File: src/sv/hvcm_pkg.sv
// hvcm_pkg: shared constants and codes for the heading vote circular mean block.
// Holds the digit-serial datapath geometry and the CORDIC arctangent table.
// No dependencies.
`default_nettype none

package hvcm_pkg;

	// item codes
	typedef enum logic {
		OP_VOTE  = 1'b0,
		OP_CLEAR = 1'b1
	} opcode_t;

	// serial datapath: 40-bit words moved 8 bits a cycle
	localparam int DATA_W  = 40;
	localparam int DIGIT_W = 8;
	localparam int DIGITS  = DATA_W / DIGIT_W;
	localparam int DIG_CNT_W = $clog2(DIGITS);
	localparam int TAP_W   = $clog2(DATA_W);

	localparam int VOTE_W    = 8;
	localparam int SECTORS   = 8;
	localparam int SECTOR_W  = 3;
	localparam int ANGLE_W   = 16;
	localparam int CHANGE_W  = 9;

	// sector of a heading: add 7/16 turn, keep top three bits
	localparam logic [ANGLE_W-1:0] SECTOR_OFFSET = 16'd28672;

	// Q24 sector vectors: axis component 1 << 24, diagonal sqrt(2)/2
	localparam int UNIT_SHIFT = 24;
	localparam int DIFF_W     = 9;   // difference of two counters
	localparam int DIAG_SUM_W = 10;  // two counters minus two counters
	localparam int PROD_W     = 35;
	localparam logic [23:0] DIAG_Q24 = 24'd11863283;

	// angle accumulator: 2^31 = pi
	localparam logic [DATA_W-1:0] HALF_TURN = 40'h00_8000_0000;
	localparam logic [31:0] ROUND_HALF = 32'd16384;

	localparam int ATAN_ENTRIES = 24;
	localparam int ITER_W       = 5;

	localparam logic [31:0] ATAN_TAB [ATAN_ENTRIES] = '{
		32'h20000000, 32'h12E4051E, 32'h09FB385B, 32'h051111D4,
		32'h028B0D43, 32'h0145D7E1, 32'h00A2F61E, 32'h00517C55,
		32'h0028BE53, 32'h00145F2F, 32'h000A2F98, 32'h000517CC,
		32'h00028BE6, 32'h000145F3, 32'h0000A2F9, 32'h0000517C,
		32'h000028BE, 32'h0000145F, 32'h00000A2F, 32'h00000517,
		32'h0000028B, 32'h00000145, 32'h000000A2, 32'h00000051
	};

endpackage

`default_nettype wire

File: src/sv/heading_vote_circular_mean.sv
// heading_vote_circular_mean: eight-sector heading vote counters with a
// digit-serial vectoring CORDIC that reports the vote-weighted mean heading.
// Depends on hvcm_pkg.
//
// Usage
// - Input channel (in_valid / in_stall): one transaction per item. opcode
//   OP_VOTE casts a vote from heading and the sign of strength_change,
//   OP_CLEAR zeroes all counters. Counters are updated at the accepting edge.
// - Output channel (out_valid / out_stall): exactly one mean_heading
//   transaction per input item, in order. Binary angle units, pi = 65536 (mod 2^16).
// - Flow: a vote item passes from acceptance through S_PROD, S_SUM, S_FOLD
//   and the CORDIC loop in S_ITER to S_DONE; a clear item goes straight to
//   S_DONE. Each micro-rotation passes x, y and the angle through 40-bit
//   shift registers 8 bits a cycle.
// - Throughput: one item at a time; in_stall is high from acceptance until
//   the result has been moved into the output register.
// - Stall: a finished result waits in the output register while out_stall is
//   high; the next input transaction is still accepted meanwhile, and its
//   result waits in the final state until the register frees.
// - Reset (arst_n low, asynchronous): counters cleared, no result pending.
`default_nettype none

module heading_vote_circular_mean #(
	parameter int CORDIC_STEPS = 16
) (
	input  wire logic                 clk,
	input  wire logic                 arst_n,
	// input channel
	input  wire logic                 in_valid,
	output logic                      in_stall,
	input  wire logic                 opcode,
	input  wire logic signed [15:0]   heading,
	input  wire logic signed [8:0]    strength_change,
	// output channel
	output logic                      out_valid,
	input  wire logic                 out_stall,
	output logic signed [15:0]        mean_heading
);

	localparam int W = hvcm_pkg::DATA_W;
	localparam int D = hvcm_pkg::DIGIT_W;
	localparam int STEPS = (CORDIC_STEPS < hvcm_pkg::ATAN_ENTRIES) ?
		CORDIC_STEPS : hvcm_pkg::ATAN_ENTRIES;

	typedef enum logic [2:0] {
		S_IDLE,
		S_PROD,
		S_SUM,
		S_FOLD,
		S_ITER,
		S_DONE
	} state_t;

	state_t state_q;

	logic [hvcm_pkg::SECTORS-1:0][hvcm_pkg::VOTE_W-1:0] votes_q;
	logic                                 zero_q;
	logic                                 out_valid_q;
	logic signed [15:0]                   mean_q;
	logic [hvcm_pkg::ITER_W-1:0]          iter_q;
	logic [hvcm_pkg::DIG_CNT_W-1:0]       dig_q;

	// datapath registers
	logic signed [hvcm_pkg::DIFF_W-1:0]   ax_q, ay_q;
	logic signed [hvcm_pkg::PROD_W-1:0]   px_q, py_q;
	logic [W-1:0]                         x_q, y_q, z_q;
	logic                                 sx_q, sy_q;
	logic                                 cx_q, cy_q, cz_q;

	// ---------------------------------------------------------------
	// Handshakes
	// ---------------------------------------------------------------
	logic in_take, out_take, out_load;

	assign in_stall  = (state_q != S_IDLE);
	assign in_take   = in_valid & ~in_stall;
	assign out_valid = out_valid_q;
	assign mean_heading = mean_q;
	assign out_take  = out_valid_q & ~out_stall;
	assign out_load  = (state_q == S_DONE) & (~out_valid_q | ~out_stall);

	// ---------------------------------------------------------------
	// Vote update: each counter looks only at its own value
	// ---------------------------------------------------------------
	logic [hvcm_pkg::ANGLE_W-1:0]  sect_sum;
	logic [hvcm_pkg::SECTOR_W-1:0] sector, opp;
	logic                          change_nz, change_pos;
	logic [hvcm_pkg::SECTORS-1:0][hvcm_pkg::VOTE_W-1:0] votes_next;

	always_comb begin
		sect_sum   = heading + hvcm_pkg::SECTOR_OFFSET;
		sector     = sect_sum[hvcm_pkg::ANGLE_W-1 -: hvcm_pkg::SECTOR_W];
		opp        = sector + 3'd4;
		change_nz  = (strength_change != '0);
		change_pos = ~strength_change[hvcm_pkg::CHANGE_W-1];
		for (int k = 0; k < hvcm_pkg::SECTORS; k++) begin
			logic up, down;
			up   = change_nz & (((3'(k) == sector) & change_pos) |
				((3'(k) == opp) & ~change_pos));
			down = change_nz & (((3'(k) == sector) & ~change_pos) |
				((3'(k) == opp) & change_pos));
			votes_next[k] = votes_q[k];
			if (up && votes_q[k] != 8'd255)
				votes_next[k] = votes_q[k] + 8'd1;
			else if (down && votes_q[k] != 8'd0)
				votes_next[k] = votes_q[k] - 8'd1;
		end
	end

	// ---------------------------------------------------------------
	// Vector sum terms from the counters
	// ---------------------------------------------------------------
	logic signed [hvcm_pkg::DIFF_W-1:0]     ax, ay;
	logic signed [hvcm_pkg::DIAG_SUM_W-1:0] bx, by;
	logic signed [hvcm_pkg::PROD_W-1:0]     diag_s, px, py;

	always_comb begin
		ax = $signed({1'b0, votes_q[3]}) - $signed({1'b0, votes_q[7]});
		ay = $signed({1'b0, votes_q[5]}) - $signed({1'b0, votes_q[1]});
		bx = $signed({2'b0, votes_q[2]}) + $signed({2'b0, votes_q[4]})
			- $signed({2'b0, votes_q[0]}) - $signed({2'b0, votes_q[6]});
		by = $signed({2'b0, votes_q[4]}) + $signed({2'b0, votes_q[6]})
			- $signed({2'b0, votes_q[0]}) - $signed({2'b0, votes_q[2]});
		diag_s = $signed(hvcm_pkg::PROD_W'(hvcm_pkg::DIAG_Q24));
		px = hvcm_pkg::PROD_W'(bx) * diag_s;
		py = hvcm_pkg::PROD_W'(by) * diag_s;
	end

	// ---------------------------------------------------------------
	// Digit slice of one micro-rotation
	// ---------------------------------------------------------------
	logic [hvcm_pkg::TAP_W-1:0] base;
	logic [hvcm_pkg::TAP_W-1:0] tap;
	logic [D-1:0]       xs, ys, x_add, y_add, z_add, atan_dig;
	logic               x_cin, y_cin, z_cin, toward;
	logic [W-1:0]       atan_w;
	logic [D:0]         xsum, ysum, zsum;
	logic [W-1:0]       x_sum, y_sum, x_neg, y_neg;
	logic [31:0]        rnd;

	always_comb begin
		base   = 6'(dig_q) * 6'(D);
		atan_w = W'(hvcm_pkg::ATAN_TAB[iter_q]);
		atan_dig = atan_w[base +: D];
		// shifted operand: original bit (base + iter + k), sign beyond the top
		for (int k = 0; k < D; k++) begin
			tap = 6'(iter_q) + 6'(k);
			if ((7'(tap) + 7'(base)) < 7'(W)) begin
				xs[k] = x_q[tap];
				ys[k] = y_q[tap];
			end else begin
				xs[k] = sx_q;
				ys[k] = sy_q;
			end
		end
		toward = ~sy_q;    // y >= 0 rotates clockwise
		x_add  = toward ? ys : ~ys;
		y_add  = toward ? ~xs : xs;
		z_add  = toward ? atan_dig : ~atan_dig;
		x_cin  = (dig_q == '0) ? ~toward : cx_q;
		y_cin  = (dig_q == '0) ? toward : cy_q;
		z_cin  = (dig_q == '0) ? ~toward : cz_q;
		xsum = {1'b0, x_q[D-1:0]} + {1'b0, x_add} + (D+1)'(x_cin);
		ysum = {1'b0, y_q[D-1:0]} + {1'b0, y_add} + (D+1)'(y_cin);
		zsum = {1'b0, z_q[D-1:0]} + {1'b0, z_add} + (D+1)'(z_cin);

		x_sum = (W'(ax_q) << hvcm_pkg::UNIT_SHIFT) + W'(px_q);
		y_sum = (W'(ay_q) << hvcm_pkg::UNIT_SHIFT) + W'(py_q);
		x_neg = -x_q;
		y_neg = -y_q;
		rnd   = z_q[31:0] + hvcm_pkg::ROUND_HALF;
	end

	// ---------------------------------------------------------------
	// Control, counters and output register
	// ---------------------------------------------------------------
	always_ff @(posedge clk or negedge arst_n) begin
		if (!arst_n) begin
			state_q     <= S_IDLE;
			votes_q     <= '0;
			zero_q      <= 1'b0;
			out_valid_q <= 1'b0;
			mean_q      <= '0;
			iter_q      <= '0;
			dig_q       <= '0;
		end else begin
			if (out_load)
				out_valid_q <= 1'b1;
			else if (out_take)
				out_valid_q <= 1'b0;

			unique case (state_q)
				S_IDLE: begin
					if (in_take) begin
						if (opcode == hvcm_pkg::OP_CLEAR) begin
							votes_q <= '0;
							zero_q  <= 1'b1;
							state_q <= S_DONE;
						end else begin
							votes_q <= votes_next;
							state_q <= S_PROD;
						end
					end
				end
				S_PROD: begin
					// the sum is zero only when every term is zero
					zero_q  <= (ax == '0) && (ay == '0) && (bx == '0) && (by == '0);
					state_q <= S_SUM;
				end
				S_SUM: begin
					state_q <= S_FOLD;
				end
				S_FOLD: begin
					iter_q  <= '0;
					dig_q   <= '0;
					state_q <= S_ITER;
				end
				S_ITER: begin
					if (dig_q == hvcm_pkg::DIG_CNT_W'(hvcm_pkg::DIGITS - 1)) begin
						dig_q <= '0;
						if (iter_q == hvcm_pkg::ITER_W'(STEPS - 1))
							state_q <= S_DONE;
						else
							iter_q <= iter_q + 1'b1;
					end else begin
						dig_q <= dig_q + 1'b1;
					end
				end
				S_DONE: begin
					if (out_load) begin
						mean_q  <= zero_q ? '0 : $signed(rnd[30:15]);
						state_q <= S_IDLE;
					end
				end
				default: state_q <= S_IDLE;
			endcase
		end
	end

	// ---------------------------------------------------------------
	// Serial datapath
	// ---------------------------------------------------------------
	always_ff @(posedge clk) begin
		case (state_q)
			S_PROD: begin
				ax_q <= ax;
				ay_q <= ay;
				px_q <= px;
				py_q <= py;
			end
			S_SUM: begin
				x_q <= x_sum;
				y_q <= y_sum;
			end
			S_FOLD: begin
				// left half-plane: turn by pi first
				if (x_q[W-1]) begin
					x_q  <= x_neg;
					y_q  <= y_neg;
					z_q  <= hvcm_pkg::HALF_TURN;
					sx_q <= x_neg[W-1];
					sy_q <= y_neg[W-1];
				end else begin
					z_q  <= '0;
					sx_q <= x_q[W-1];
					sy_q <= y_q[W-1];
				end
			end
			S_ITER: begin
				x_q  <= {xsum[D-1:0], x_q[W-1:D]};
				y_q  <= {ysum[D-1:0], y_q[W-1:D]};
				z_q  <= {zsum[D-1:0], z_q[W-1:D]};
				cx_q <= xsum[D];
				cy_q <= ysum[D];
				cz_q <= zsum[D];
				// top digit written: signs for the next step
				if (dig_q == hvcm_pkg::DIG_CNT_W'(hvcm_pkg::DIGITS - 1)) begin
					sx_q <= xsum[D-1];
					sy_q <= ysum[D-1];
				end
			end
			default: begin
			end
		endcase
	end

	// ---------------------------------------------------------------
	// Assertions
	// ---------------------------------------------------------------
	a_busy_after_accept: assert property (@(posedge clk) disable iff (!arst_n)
		in_take |=> in_stall)
		else $error("input taken while an item is in progress");

	a_clear_zeroes: assert property (@(posedge clk) disable iff (!arst_n)
		(in_take && opcode == hvcm_pkg::OP_CLEAR) |=> (votes_q == '0 && zero_q))
		else $error("clear transaction left counters set");

	a_result_from_done: assert property (@(posedge clk) disable iff (!arst_n)
		$rose(out_valid_q) |-> $past(state_q == S_DONE))
		else $error("result raised outside the final state");

	a_iter_bound: assert property (@(posedge clk) disable iff (!arst_n)
		(state_q == S_ITER) |-> (iter_q < hvcm_pkg::ITER_W'(STEPS)))
		else $error("CORDIC step count overrun");

endmodule

`default_nettype wire

File: config.mk
export PLATFORM = sky130hd
export DESIGN_NAME = heading_vote_circular_mean
export DESIGN_NICKNAME = d
export VERILOG_FILES = /design/src/sv/hvcm_pkg.sv /design/src/sv/heading_vote_circular_mean.sv
export SDC_FILE = /design/constraint.sdc
export NUM_CORES = 2
export LEC_CHECK = 0
export ABC_AREA = 1
export BUFFER_PORTS_ARGS = -buffer_cell sky130_fd_sc_hd__buf_2
export CAP_MARGIN = 0
export CORE_ASPECT_RATIO = 1.75
export CORE_UTILIZATION = 42
export DETAILED_ROUTE_END_ITERATION = 6
export SYNTH_ARGS = -nofsm -noshare
export SYNTH_HDL_FRONTEND = slang
export SYNTH_SLANG_ARGS = --single-unit
File: constraint.sdc
create_clock -name clk -period 7.2 [get_ports clk]
set_input_delay 0.36 -clock clk [delete_from_list [all_inputs] [get_ports clk]]
set_output_delay 0.36 -clock clk [all_outputs]
set_load 0.05 [all_outputs]
Yosys cells after proc, flatten, opt, wreduce, memory -nomap -nowiden
Memory sizes are Yosys's and may differ from the RTL's.
Index checks and enable logic that the tools add are counted.
{ "word_totals": {"register_bits": 306, "rom_bits": 1024, "in_bits": 30, "output_inout_bits": 18, "mem_count": 1} }
{ "mem_list": {"columns": ["memory", "words", "word_bits", "rd", "rd_clocked_by_memory_dff", "wr", "line", "rtl"], "rows": [
  ["(name not given)", 32, 32, 1, 0, 0, "heading_vote_circular_mean.sv:143", "atan_w = W'(hvcm_pkg::ATAN_TAB[iter_q]);"]
]} }
{ "classes": {"n_addsub": 54, "multipliers": 2, "magnitude_cmp": 17, "eq_ne": 36, "shift": 1, "muxes": 102, "n_bitwise": 77, "n_reduce_logical": 63} }
{ "ops": {"columns": ["op", "count"], "rows": [
  ["$pmux W40 S3", 2],
  ["$mux W8", 19],
  ["$mux W32", 3],
  ["$bmux W1 S6", 14],
  ["$mux W40", 2],
  ["$neg A40 Y40", 2],
  ["$pmux W40 S2", 1],
  ["$add A33 B35 Y36", 2],
  ["$mul A10 B25 Y35 const B", 2],
  ["$add A8 B1 Y8 const B", 8],
  ["$mux W64", 1],
  ["$ne A8 B8 Y1 const B", 8],
  ["$reduce_bool A8 Y1", 8],
  ["$sub A8 B1 Y8 const B", 8],
  ["$lt A7 B6 Y1 const B", 8],
  ["$and A1 B1 Y1", 51],
  ["$add A6 B6 Y7", 7],
  ["$lt A6 B7 Y1 const B", 7],
  ["$add A8 B8 Y9", 5],
  ["$mux W1", 43],
  ["$shiftx A40 B7 Y8", 1],
  ["$add A31 B15 Y31 const B", 1],
  ["$reduce_and A3 Y1", 10],
  ["$reduce_bool A3 Y1", 10],
  ["42 further kinds", 129]
]} }

Longest topological paths before layout
{ "depth": {"depth_word": 10, "mapped_depth": 33, "depth_no_buf": 33} }

Worst setup path before layout
Ideal clock, no wire load.
{ "synth_path": {"path_type": "register to register", "start": "reg votes_q[0] in the netlist's numbering", "end": "reg py_q[22] in the netlist's numbering, data pin", "arrival_ns": 6.848, "required_ns": 6.942, "path_slack_ns": 0.094, "stages_incl_launch_ff": 29, "path_buffers": 0, "path_cell_list": "dfrtp_1 -> inv_1 -> fa_1 -> inv_1 -> fa_1 -> inv_1 -> ha_1 -> inv_1 -> fa_1 -> o21ai_0 -> nand2_1 -> o211ai_1 -> xnor2_1 -> ha_1 -> ha_1 -> or2_2 -> fa_1 -> inv_1 -> fa_1 -> inv_1 -> fa_1 -> ha_1 -> ha_1 -> nand2_1 -> nor2_1 -> nand2_1 -> o21ai_0 -> a21oi_1 -> xnor2_1"} }
{ "synth_between": {"elab_chain_cells": 3} }
{ "synth_rtl": {"columns": ["element", "line", "rtl"], "rows": [
  ["start, declared", "heading_vote_circular_mean.sv:56", "logic [hvcm_pkg::SECTORS-1:0][hvcm_pkg::VOTE_W-1:0] votes_q;"],
  ["start signal, assigned", "heading_vote_circular_mean.sv:200", "votes_q <= votes_next;"],
  ["$sub A9 B8 Y10", "heading_vote_circular_mean.sv:123", "- $signed({2'b0, votes_q[0]}) - $signed({2'b0, votes_q[2]});"],
  ["$sub A10 B9 Y10", "heading_vote_circular_mean.sv:123", null],
  ["$mul A10 B25 Y35", "heading_vote_circular_mean.sv:126", "py = hvcm_pkg::PROD_W'(by) * diag_s;"],
  ["via py, one bit", "heading_vote_circular_mean.sv:115", "logic signed [hvcm_pkg::PROD_W-1:0] diag_s, px, py;"],
  ["end signal, assigned", "heading_vote_circular_mean.sv:249", "py_q <= py;"],
  ["end, declared", "heading_vote_circular_mean.sv:65", "logic signed [hvcm_pkg::PROD_W-1:0] px_q, py_q;"]
]} }
The timed path passes the listed nets, and every way through them passes these cells.
A chain may end at the register's enable or synchronous reset.

Final worst setup path
{ "layout_path": {"start": "reg votes_q[0] in the netlist's numbering", "end": "reg py_q[33] in the netlist's numbering, data pin"} }
The elaborated chain is that of the path after synthesis.

==> reports/results.txt <==
Outcome: finished, final reports clean
WHS: 0.122 ns
CP Launch Type: flop
Number of DRC markers in iteration 0: 2062
Chip Width: 225 um
Critical path type: reg -> reg
# rows: 142
Critical Path RT: 7.50 ns
Final Wtd Congestion: 1.04
ANT nets after route: 0
Max_slew headroom: 0.247
WP buf/inv: 8
Crit path max fanout: 4
Finished Layout Cells: 6301
DRC violations left: 0
Reg area: 0.00873 mm2
Final period utilization: 0.966
Clock Latency Late Sink: 0.57 ns
Main synth FF type: edfxtp_1
Avg WL per Cell: 19.9 um
Post-synth EDFFs: 213
HP Class: in -> reg
Sequential share of the synthesized area: 0.239
Syn_nets: 5551
DRT Pass-1 Iters: 6
Delay-heaviest family, CP: adder cells
Total die area: 0.0880 mm2
DP Worst Slack: -0.186 ns
Overflow left after global routing: 0
Layout cell share with drive strength beyond 1: 0.107
Setup slack after layout: 0.245 ns
Nets: 5738
Mapped Cells: 4936
CTS Buf Count: 35
Placed insts: 6229
Area of the multi-input gates: 0.0247 mm2
CP max stage cell: fa_1
Count of final hold-check violations: 0
IO Pins: 48
Average size of a mapped cell: 7.38 um2
Yosys cell types: 64
CORE AREA: 0.0858 mm2
Most frequent cells in the layout: nand2_1 (1100), inv_1 (742), nand3_1 (622), ha_1 (402), nor2_1 (286)
Vias per cell: 5.47
Antenna violations before repair: 0
I/O Buffers: 35
RSZ-0062 raised after global routing: true
CTS H-tree lvls: 2
Post-Syn Area: 0.0364 mm2
CTS tree: yes
Hold path start: in_valid
Worst Path Arrival: 7.26 ns
Reg2reg end: py_q[33]$_DFFE_PP_
First-pass GRT wire length: 191000 um
Root Driver: clkbuf_16
CP endpoint kind: flop
RR Startpoint: votes_q[0]$_DFFE_PN0P_
FILL cells: 8651
CTS Buffer Depth: 3
Path depth of the worst reg2reg path: 32
Worst-Margin Slew: 1.13 ns
Maxcap violations: 0
R2R Setup Slk: 0.25 ns
Via count of the first global-routing pass: 34700
DIE HEIGHT: 392 um
Detailed Route WL: 126000 um
Commonest non-fill, non-tap cell in the layout: nand2_1
Placed wire-length estimate: 103000 um
Clock skew: 0.0298 ns
Max incr delay on CP: 0.54 ns
#FFs+latches synth: 306
Hold path endpoint: state_q[2]$_DFFE_PN0P_
FMAX: 144 MHz
Hold depth: 3
P&R area growth vs syn: 11.7%
CTS sink count: 306
CTS clk-pin slew, worst paths: 0.06 ns
# setup viols final: 0
Minimum clock period: 6.95 ns
Crit path top cell by count: inv_1
Async SR Flop Fraction: 0.304
Largest net degree at the start of global routing: 91
Slew Limit Fails: 0
Total track usage: 0.285
Starting density of the core: 0.425
Vias post-DR: 34500
Yosys warnings: 0
[metal layers]
| metal | track usage | wire [um] | vias to the layer above |
|---|---|---|---|
| li1 | - | - | 16900 |
| met1 | 0.272 | 43200 | 16100 |
| met2 | 0.541 | 66000 | 983 |
| met3 | 0.0267 | 4210 | 450 |
| met4 | 0.243 | 12200 | 0 |
| met5 | 0 | 0 | - |
[logic make-up after synthesis]
logic type	count (synthesis)	share of synthesized area
compound gates	700	0.113
xor+xnor	123	0.0296
fa+ha+maj	585	0.235
buf+inv	888	0.0954
flops	306	0.239
mux	4	0.00110
simple gates	2330	0.287
[worst max-delay path by stage]
stage,startpoint,endpoint,slack [ns],cells after the start
floorplan,votes_q[0]$_DFFE_PN0P_,py_q[22]$_DFFE_PP_,0.09,28
global placement,votes_q[0]$_DFFE_PN0P_,py_q[34]$_DFFE_PP_,-0.16,29
detailed placement,votes_q[0]$_DFFE_PN0P_,py_q[34]$_DFFE_PP_,-0.19,29
CTS,votes_q[0]$_DFFE_PN0P_,py_q[21]$_DFFE_PP_,0.006,30
global route,votes_q[0]$_DFFE_PN0P_,py_q[33]$_DFFE_PP_,-0.03,32
finish,votes_q[0]$_DFFE_PN0P_,py_q[33]$_DFFE_PP_,0.25,32
[metrics by stage]
step           utilization  setup TNS (ns)  cell area [um2]
6_report             0.475               0            40700
4_1_cts              0.469               0            40200
2_1_floorplan            -               0            36400
3_5_place_dp         0.456           -1.77            39100
5_1_grt              0.474         -0.0963            40700
3_3_place_gp         0.456          -0.675            39100
[worst min-delay path: cells and delay by family]
family,cells,cell delay [ns]
AND/OR/NAND/NOR,1,0.06
buffers and inverters,1,0.09
AO/OA/AOI/OAI,1,0.11
[final cells by class]
class	instances	area share
inverters	782	0.0722
well taps	1152	0.0354
flip-flops and latches	306	0.214
diodes	1	0.0000615
multi-input cells	3742	0.607
clock buffers	44	0.0233
repair buffers	256	0.0452
clock inverters	18	0.00252
[cells in the mapped netlist (25+ instances only)]
cell / count / area [um2]
a21oi_1: 267 / 1340
buf_2: 40 / 200
clkbuf_1: 39 / 146
dfrtp_1: 93 / 2330
edfxtp_1: 213 / 6400
fa_1: 164 / 3280
ha_1: 421 / 5270
inv_1: 750 / 2820
inv_2: 27 / 101
nand2_1: 1110 / 4170
nand2_2: 25 / 156
nand3_1: 624 / 3120
nand4_1: 84 / 526
nor2_1: 303 / 1140
nor3_1: 63 / 315
o211ai_1: 59 / 443
o21ai_0: 202 / 1010
or2_2: 32 / 200
xnor2_1: 37 / 324
xor2_1: 86 / 753
[registers in the layout (all words and copies together), names as in the netlist, 9 cells and up]
register / flops
px_q: 35
py_q: 35
ax_q: 9
y_q: 40
mean_heading: 16
votes_q: 64
z_q: 40
ay_q: 9
x_q: 40
[repair_timing]
item | 4_1_cts | 5_1_grt
setup buffers | 1 | 7
endpoints found under the hold margin | 34 | 0
pin swaps | 2 | 28
gates resized for setup | 9 | 103
setup endpoints to repair | 29 | 44
hold buffers | 1 | 0
Power is left out: the tool's default activity adds up to more than one toggle a clock period on the data nets, which glitch-free logic cannot reach.
